[config.mk]
export PLATFORM = sky130hd
export DESIGN_NAME = circular_buffer_deque
export DESIGN_NICKNAME = d
export VERILOG_FILES = /design/src/rtl/cbd_pkg.sv /design/src/rtl/cbd_ctrl.sv /design/src/rtl/cbd_dpath.sv /design/src/rtl/circular_buffer_deque.sv
export SDC_FILE = /design/constraint.sdc
export NUM_CORES = 2
export LEC_CHECK = 0
export BUFFER_PORTS_ARGS = -buffer_cell sky130_fd_sc_hd__buf_4
export CORE_ASPECT_RATIO = 1.75
export CORE_MARGIN = 5
export CORE_UTILIZATION = 50
export DETAILED_ROUTE_END_ITERATION = 8
export PLACE_DENSITY_LB_ADDON = 0.1
export SYNTH_ARGS = -nofsm -noshare
export SYNTH_HDL_FRONTEND = slang
export SYNTH_HIERARCHICAL = 1
export SYNTH_SLANG_ARGS = --single-unit
[constraint.sdc]
create_clock -name clk -period 6.1 [get_ports clk]
set_input_delay 0 -clock clk [delete_from_list [all_inputs] [get_ports clk]]
set_output_delay 0 -clock clk [all_outputs]
set_load 0.05 [all_outputs]
[src/rtl/cbd_pkg.sv]
package cbd_pkg;

	localparam int DEPTH     = 128;
	localparam int DATA_BITS = 32;
	localparam int IDX_W     = $clog2(DEPTH);
	localparam int CNT_W     = $clog2(DEPTH + 1);
	localparam int OFF_W     = 7;
	localparam int CMP_W     = (CNT_W > OFF_W) ? CNT_W : OFF_W;

	localparam logic [2:0] MODE_PUSH_FRONT = 3'd0;
	localparam logic [2:0] MODE_PUSH_BACK  = 3'd1;
	localparam logic [2:0] MODE_POP_FRONT  = 3'd2;
	localparam logic [2:0] MODE_POP_BACK   = 3'd3;
	localparam logic [2:0] MODE_READ_FRONT = 3'd4;
	localparam logic [2:0] MODE_READ_BACK  = 3'd5;

	localparam logic [1:0] ST_OK    = 2'd0;
	localparam logic [1:0] ST_FULL  = 2'd1;
	localparam logic [1:0] ST_EMPTY = 2'd2;
	localparam logic [1:0] ST_RANGE = 2'd3;

	typedef struct packed {
		logic [2:0]         mode;
		logic signed [31:0] push_value;
		logic [OFF_W-1:0]   read_offset;
	} in_item_t;

	typedef struct packed {
		logic [1:0]         status;
		logic signed [31:0] data_out;
		logic [7:0]         entries_held;
		logic               is_empty;
		logic               is_full;
	} out_item_t;

	// controller to datapath
	typedef struct packed {
		logic load_item;
		logic execute;
		logic load_out;
	} cbd_cmd_t;

endpackage

[src/rtl/cbd_ctrl.sv]
module cbd_ctrl (
	input  logic              clk,
	input  logic              arst_n,
	input  logic              in_valid,
	output logic              in_ready,
	output logic              out_valid,
	input  logic              out_ready,
	output cbd_pkg::cbd_cmd_t cmd
);

	typedef enum logic [1:0] {
		S_IDLE,
		S_EXEC,
		S_FORM
	} state_t;

	state_t state_q;
	logic   in_ready_q;
	logic   out_valid_q;
	logic   out_free;

	assign out_free      = !out_valid_q || out_ready;
	assign cmd.load_item = in_valid && in_ready_q;
	assign cmd.execute   = (state_q == S_EXEC);
	assign cmd.load_out  = (state_q == S_FORM) && out_free;

	always_ff @(posedge clk or negedge arst_n) begin
		if (!arst_n) begin
			state_q     <= S_IDLE;
			in_ready_q  <= 1'b1;
			out_valid_q <= 1'b0;
		end else begin
			// a new result replaces the one leaving in the same cycle
			if ((state_q == S_FORM) && out_free)
				out_valid_q <= 1'b1;
			else if (out_ready)
				out_valid_q <= 1'b0;
			unique case (state_q)
				S_IDLE: begin
					if (in_valid && in_ready_q) begin
						in_ready_q <= 1'b0;
						state_q    <= S_EXEC;
					end
				end
				S_EXEC: begin
					state_q <= S_FORM;
				end
				S_FORM: begin
					if (out_free) begin
						in_ready_q <= 1'b1;
						state_q    <= S_IDLE;
					end
				end
				default: begin
					state_q <= S_IDLE;
				end
			endcase
		end
	end

	assign in_ready  = in_ready_q;
	assign out_valid = out_valid_q;

endmodule

[src/rtl/cbd_dpath.sv]
module cbd_dpath (
	input  logic               clk,
	input  logic               arst_n,
	input  cbd_pkg::cbd_cmd_t  cmd,
	input  cbd_pkg::in_item_t  in_item,
	output cbd_pkg::out_item_t out_item
);

	localparam logic [cbd_pkg::IDX_W-1:0] LAST_IDX = cbd_pkg::IDX_W'(cbd_pkg::DEPTH - 1);
	localparam logic [cbd_pkg::IDX_W:0]   DEPTH_X  = (cbd_pkg::IDX_W + 1)'(cbd_pkg::DEPTH);
	localparam logic [cbd_pkg::CNT_W-1:0] FULL_CNT = cbd_pkg::CNT_W'(cbd_pkg::DEPTH);

	cbd_pkg::in_item_t  item_q;
	cbd_pkg::out_item_t out_q;

	logic [cbd_pkg::IDX_W-1:0]     head_q, tail_q;
	logic [cbd_pkg::CNT_W-1:0]     count_q;
	logic [cbd_pkg::DATA_BITS-1:0] mem [cbd_pkg::DEPTH];
	logic [cbd_pkg::DATA_BITS-1:0] rd_data_s2;
	logic [1:0]                    status_s2;
	logic                          want_s2;

	logic [cbd_pkg::IDX_W-1:0]     head_up, head_dn, tail_up, tail_dn;
	logic [cbd_pkg::IDX_W:0]       fwd_sum, bwd_sum;
	logic [cbd_pkg::IDX_W-1:0]     fwd_idx, bwd_idx;
	logic                          empty, full, in_range;
	logic [cbd_pkg::DATA_BITS-1:0] wdata;

	logic [1:0]                    status_d;
	logic [cbd_pkg::IDX_W-1:0]     addr, head_d, tail_d;
	logic [cbd_pkg::CNT_W-1:0]     count_d;
	logic                          we, re;

	logic signed [cbd_pkg::DATA_BITS-1:0] rd_signed;
	logic signed [31:0]                   rd_wide;

	assign head_up = (head_q == LAST_IDX) ? '0 : head_q + 1'b1;
	assign head_dn = (head_q == '0) ? LAST_IDX : head_q - 1'b1;
	assign tail_up = (tail_q == LAST_IDX) ? '0 : tail_q + 1'b1;
	assign tail_dn = (tail_q == '0) ? LAST_IDX : tail_q - 1'b1;

	// offset is below count when used, so one subtract brings both sums in range
	assign fwd_sum = {1'b0, head_q} + (cbd_pkg::IDX_W + 1)'(item_q.read_offset);
	assign bwd_sum = {1'b0, tail_q} + DEPTH_X - (cbd_pkg::IDX_W + 1)'(item_q.read_offset);
	assign fwd_idx = (fwd_sum >= DEPTH_X) ? cbd_pkg::IDX_W'(fwd_sum - DEPTH_X)
	                                      : cbd_pkg::IDX_W'(fwd_sum);
	assign bwd_idx = (bwd_sum >= DEPTH_X) ? cbd_pkg::IDX_W'(bwd_sum - DEPTH_X)
	                                      : cbd_pkg::IDX_W'(bwd_sum);

	assign empty    = (count_q == '0);
	assign full     = (count_q == FULL_CNT);
	assign in_range = cbd_pkg::CMP_W'(item_q.read_offset) < cbd_pkg::CMP_W'(count_q);
	assign wdata    = cbd_pkg::DATA_BITS'($unsigned(item_q.push_value));

	always_comb begin
		status_d = cbd_pkg::ST_OK;
		addr     = head_q;
		head_d   = head_q;
		tail_d   = tail_q;
		count_d  = count_q;
		we       = 1'b0;
		re       = 1'b0;
		unique case (item_q.mode)
			cbd_pkg::MODE_PUSH_FRONT, cbd_pkg::MODE_PUSH_BACK: begin
				if (full) begin
					status_d = cbd_pkg::ST_FULL;
				end else begin
					we      = 1'b1;
					count_d = count_q + 1'b1;
					if (empty) begin
						addr   = '0;
						head_d = '0;
						tail_d = '0;
					end else if (item_q.mode == cbd_pkg::MODE_PUSH_FRONT) begin
						addr   = head_dn;
						head_d = head_dn;
					end else begin
						addr   = tail_up;
						tail_d = tail_up;
					end
				end
			end
			cbd_pkg::MODE_POP_FRONT, cbd_pkg::MODE_POP_BACK: begin
				if (empty) begin
					status_d = cbd_pkg::ST_EMPTY;
				end else begin
					re      = 1'b1;
					count_d = count_q - 1'b1;
					if (item_q.mode == cbd_pkg::MODE_POP_FRONT) begin
						addr = head_q;
						if (count_q != cbd_pkg::CNT_W'(1))
							head_d = head_up;
					end else begin
						addr = tail_q;
						if (count_q != cbd_pkg::CNT_W'(1))
							tail_d = tail_dn;
					end
				end
			end
			cbd_pkg::MODE_READ_FRONT, cbd_pkg::MODE_READ_BACK: begin
				if (!in_range) begin
					status_d = cbd_pkg::ST_RANGE;
				end else begin
					re   = 1'b1;
					addr = (item_q.mode == cbd_pkg::MODE_READ_FRONT) ? fwd_idx : bwd_idx;
				end
			end
			default: begin
			end
		endcase
	end

	always_ff @(posedge clk) begin
		if (cmd.load_item)
			item_q <= in_item;
	end

	always_ff @(posedge clk or negedge arst_n) begin
		if (!arst_n) begin
			head_q    <= '0;
			tail_q    <= '0;
			count_q   <= '0;
			status_s2 <= cbd_pkg::ST_OK;
			want_s2   <= 1'b0;
		end else if (cmd.execute) begin
			head_q    <= head_d;
			tail_q    <= tail_d;
			count_q   <= count_d;
			status_s2 <= status_d;
			want_s2   <= re;
		end
	end

	always_ff @(posedge clk) begin
		if (cmd.execute) begin
			if (we)
				mem[addr] <= wdata;
			if (re)
				rd_data_s2 <= mem[addr];
		end
	end

	assign rd_signed = rd_data_s2;
	assign rd_wide   = 32'(rd_signed);

	always_ff @(posedge clk) begin
		if (cmd.load_out) begin
			out_q.status       <= status_s2;
			out_q.data_out     <= want_s2 ? rd_wide : '0;
			out_q.entries_held <= 8'(count_q);
			out_q.is_empty     <= (count_q == '0);
			out_q.is_full      <= (count_q == FULL_CNT);
		end
	end

	assign out_item = out_q;

endmodule

[src/rtl/circular_buffer_deque.sv]
// Channel  | Handshake            | Payload
// ---------+----------------------+--------------------------------------------
// in       | in_valid / in_ready  | in_item  (mode, push_value, read_offset)
// out      | out_valid / out_ready| out_item (status, data_out, entries_held,
//          |                      |           is_empty, is_full)
//
// Each item passes through three steps: capture, store access, result formation.
// The single store port (one write or one registered read per item) sets that.
// arst_n clears pointers, count and handshake state; store contents stay unknown.
// A stalled result is held in the output register; the next item may be
// accepted while it waits, and is itself held back only in its final cycle.
module circular_buffer_deque (
	input  logic               clk,
	input  logic               arst_n,
	input  logic               in_valid,
	output logic               in_ready,
	input  cbd_pkg::in_item_t  in_item,
	output logic               out_valid,
	input  logic               out_ready,
	output cbd_pkg::out_item_t out_item
);

	cbd_pkg::cbd_cmd_t cmd;

	// sequencing: accept, execute, form result
	cbd_ctrl u_ctrl (
		.clk       (clk),
		.arst_n    (arst_n),
		.in_valid  (in_valid),
		.in_ready  (in_ready),
		.out_valid (out_valid),
		.out_ready (out_ready),
		.cmd       (cmd)
	);

	// pointers, count, slot store and result register
	cbd_dpath u_dpath (
		.clk      (clk),
		.arst_n   (arst_n),
		.cmd      (cmd),
		.in_item  (in_item),
		.out_item (out_item)
	);

`ifndef SYNTHESIS
	// a rejected or out-of-range item never returns data
	a_reject_no_data: assert property (@(posedge clk) disable iff (!arst_n)
		(out_valid && out_item.status != cbd_pkg::ST_OK) |-> (out_item.data_out == '0))
		else $error("rejected item carries data");

	// one item in flight: intake closes after an accept
	a_one_in_flight: assert property (@(posedge clk) disable iff (!arst_n)
		(in_valid && in_ready) |=> !in_ready)
		else $error("second item accepted while busy");

	// flags never contradict
	a_flags: assert property (@(posedge clk) disable iff (!arst_n)
		out_valid |-> !(out_item.is_empty && out_item.is_full))
		else $error("empty and full together");
`endif

endmodule

==> metrics.md <==
| Metric | Value |
|---|---|
| Tmin final | roughly 6000 ps |
| Worst Path Arrival | 6660 ps |
| Final nets | between 10,000 and 15,000 |
| Sequential area share after synthesis | 0.749 |
| Total grt overflow | 0 |
| Max-slew violations | 0 |
| Reg2reg setup slack | about 100 ps |
| Switching pwr | about 34,000 uW |
| Via density | 6.64 |
| # Max-Cap Violations | 0 |
| Worst Setup End Kind | flip-flop |
| Max transition margin | 0.0323 |
| WL final | 572 mm |
| FF-to-FF End | u_dpath/rd_data_s2[3]$_DFFE_PP_ |
| Rows | 283 |
| CP max FO | 32 |
| Outcome | finished, final reports clean |
| Core ar. | between 0.3 and 0.4 sq mm |
| Clk_lat worst skew | about 960 ps |
| Setup Skew | ~73 ps |
| Postcts setup bufs | 0 |
| DP Cell Count | between 15,000 and 20,000 |
| Count leader, synth | edfxtp_1 |
| Fmax | 167 MHz |
| Worst r2r src | u_dpath/tail_q[4]$_DFFE_PN0P_ |
| Proportion of netlist area held by the largest area contributor | 0.745 |
| Worst-case reg-to-reg path depth | 16 |
| Post-route insts no fill | between 15,000 and 20,000 |
| Synth Cell Area | ~0.17 sq mm |
| Drt first pass iters | 7 |
| Distinct cells, synth | ~100 |
| Clock power share | 0.269 |
| # DRC | 0 |
| RSZ-0062 raised after global routing | false |
| Yosys warns | 6 |
| Clock-pin slew on the worst setup and hold paths | ~60 ps |
| Int Pwr | 57,100 uW |
| Place WS | -150 ps |
| Gpl congestion | approximately 0.92 |
| Num CTS Buffers | 380 |
| Syn nets | between 10,000 and 15,000 |
| Peak supply drop | 0.575 mV |
| Leading register cell type out of synthesis | edfxtp_1 |
| LEAKAGE | ~0.066 uW |
| Global-route wire length before repair | 800 mm |
| Die width | between 400 and 500 microns |
| Die height | between 700 and 800 microns |
| Endpoints failing setup | 0 |
| H-tree depth | 5 |
| DR WL/cell | between 30 and 40 microns |
| Sw Ratio | 0.371 |
| Initial Utilization | 0.501 |
| I/O Pins | 92 |
| Worst setup startpoint | u_dpath/tail_q[4]$_DFFE_PN0P_ |
| CTS Root Cell | clkbuf_16 |
| Worst-Margin Slew | ~1500 ps |
| Detailed Place HPWL | between 300 and 400 mm |
| Die area | approximately 0.35 sq mm |
| Mean Syn Cell Area | roughly 16 sq um |
| Vias in the first global route | ~100k |
| Power Density | 464 mW/mm^2 |
| Worst Setup EP | u_dpath/rd_data_s2[3]$_DFFE_PP_ |
| Final WS setup | a little under 100 ps |
| PortBufs | 91 |
| Commonest cells in the netlist | edfxtp_1 (4,214), nand2_1 (993), mux2i_1 (810) |
| Post-synth EDFFs | 4,214 |
| ANT nets after route | 0 |
| Crit path launch type | flip-flop |
| Syn Inst Count | roughly 11,000 |
| TritonCTS Sinks | between 4,000 and 5,000 |
| DR vias | ~110k |
| Comb pwr share | 0.366 |
| Initial DRC Count | between 10,000 and 15,000 |
| Fin. Hold Viols | 0 |
| Sequential power share | 0.365 |
| Synth-to-layout area growth | 15.2% |
| Largest net degree at the start of global routing | about 180 |
| TritonCTS clock tree | yes |
| Post-synth ARST share | 0.00683 |
| HP Class | in -> async |
| Tot GR Track Use | 0.318 |
| Seq cells post-synth | ~4,200 |
| CP Data Required Time | slightly below 7000 ps |
| Layout Utilization | 0.577 |
| Final period util | 0.984 |
| Top cells by area, synth | edfxtp_1 (75%), mux2i_1 (4.8%), nand2_1 (2.2%), a311oi_1 (1.6%), and3_1 (1.5%) |
| Clock buffer depth | 4 |
| WS Path Type | reg -> reg |
| Fraction of layout cells with a size suffix above 1 | 0.148 |
| Initial antenna violation count | 48 |
| Largest area contributor in the netlist | edfxtp_1 |
cell type report:
| cell class | instances | area [sq um] |
|---|---|---|
| antenna | 27 | 67.6 |
| clock buffer | 439 | 9920 |
| clock inverter | 238 | 2480 |
| fill | 25800 | 143000 |
| inverter | 31 | 116 |
| multi-input combinational | 5689 | 40200 |
| sequential | 4243 | 127000 |
| tap | 4417 | 5530 |
| timing repair buffer | 933 | 10100 |
worst max-delay path: stages (launching register included):
cell and delay (ps):
dfrtp_1 730, ha_1 400, nor2b_1 170, a2111oi_0 800
o21ai_1 260, o31a_1 520, a221oi_1 280, buf_4 190
a21oi_4 90, nand2_1 170, buf_4 420, a2111oi_1 100
clkdlybuf4s18_2 290, buf_4 180, a2111oi_1 680, buf_4 300
nand4_1 100
metrics by stage:
stage | total power [uW] | TNS, ps | instance area (sq um) | hold WS [ps]
3_5_place_dp | 66400 | -177 | 182000 | 14.7
2_1_floorplan | 51600 | 0 | 170000 | -296
5_1_grt | 93200 | 0 | 196000 | 135
3_3_place_gp | 66100 | -6420 | 182000 | 20.5
6_report | 90700 | 0 | 196000 | 109
4_1_cts | 90600 | 0 | 196000 | 68.7
worst min-delay path by stage:
| stage | start | to | slack [ps] |
|---|---|---|---|
| 3_3_place_gp | arst_n | u_ctrl/state_q[0]$_DFFE_PN0P_ | 20 |
| 2_1_floorplan | arst_n | u_ctrl/out_valid$_DFFE_PN0P_ | -300 |
| 6_report | arst_n | u_dpath/status_s2[1]$_DFFE_PN0P_ | 110 |
| 4_1_cts | arst_n | u_dpath/status_s2[1]$_DFFE_PN0P_ | 70 |
| 5_1_grt | arst_n | u_dpath/count_q[7]$_DFFE_PN0P_ | 140 |
| 3_5_place_dp | arst_n | u_dpath/status_s2[1]$_DFFE_PN0P_ | 10 |
registers in the layout, indices dropped and copies added (netlist names):
signal	count
u_dpath/out_item	44
u_dpath/mem	4096
u_ctrl/state_q	2
u_dpath/item_q	10
u_dpath/count_q	8
u_dpath/status_s2	2
u_ctrl/out_valid	1
u_ctrl/in_ready	1
u_dpath/want_s2	1
u_dpath/rd_data_s2	32
u_dpath/head_q	7
u_dpath/tail_q	7
u_dpath/wdata	32
placed cells by master (no fill, tap or decap), drive strengths merged, types with 95 or more instances in the layout:
cell     synthesis  final
edfxtp        4214   4214
nand2          995    995
buf            311    841
mux2i          811    811
o21ai          500    500
clkbuf         593    439
and3           405    405
a211oi         339    339
o22ai          319    319
a311oi         317    317
a21oi          192    192
nor2           182    182
clkinv           1    166
a32oi          159    159
nand3          151    151
nor3           144    144
nand4          134    134
a22oi          126    126
a2111oi         98     98
a32o            95     95
repair_timing:
item	in CTS	in global routing
endpoints found under the setup margin	3	10
gates resized for setup	3	6
pin swaps	0	0
hold buffers	91	0
hold endpoints to repair	117	0
cells by family (layout without fill, tap and decap cells):
family          Yosys count  after routing  share of synthesized area
compound gates         2560           2560                      0.108
xor+xnor                 19             19                   0.000980
fa+ha+maj                32             32                    0.00245
buf+inv                 935           1641                     0.0231
flops                  4243           4243                      0.749
mux                     879            879                     0.0523
other cells               0             27                          0
simple gates           2199           2199                     0.0639
routing by layer:
metal,vias to the layer above,part of all wire,GRT usage
met4,30,0.080,0.206
met3,1319,0.072,0.0459
met5,-,0.00036,0
li1,44600,-,-
met1,55100,0.35,0.375
met2,5390,0.50,0.544
power by group through the flow:
stage                     clock, uW  combinational (uW)  sequential [uW]
after CTS                     24700               32800            33100
after floorplan                   0               17300            34200
after global placement            0               32300            33800
after global routing          25800               34300            33100
after detailed placement          0               32700            33800
final                         24400               33200            33100
No activity file was read; power rests on OpenSTA's default activity.
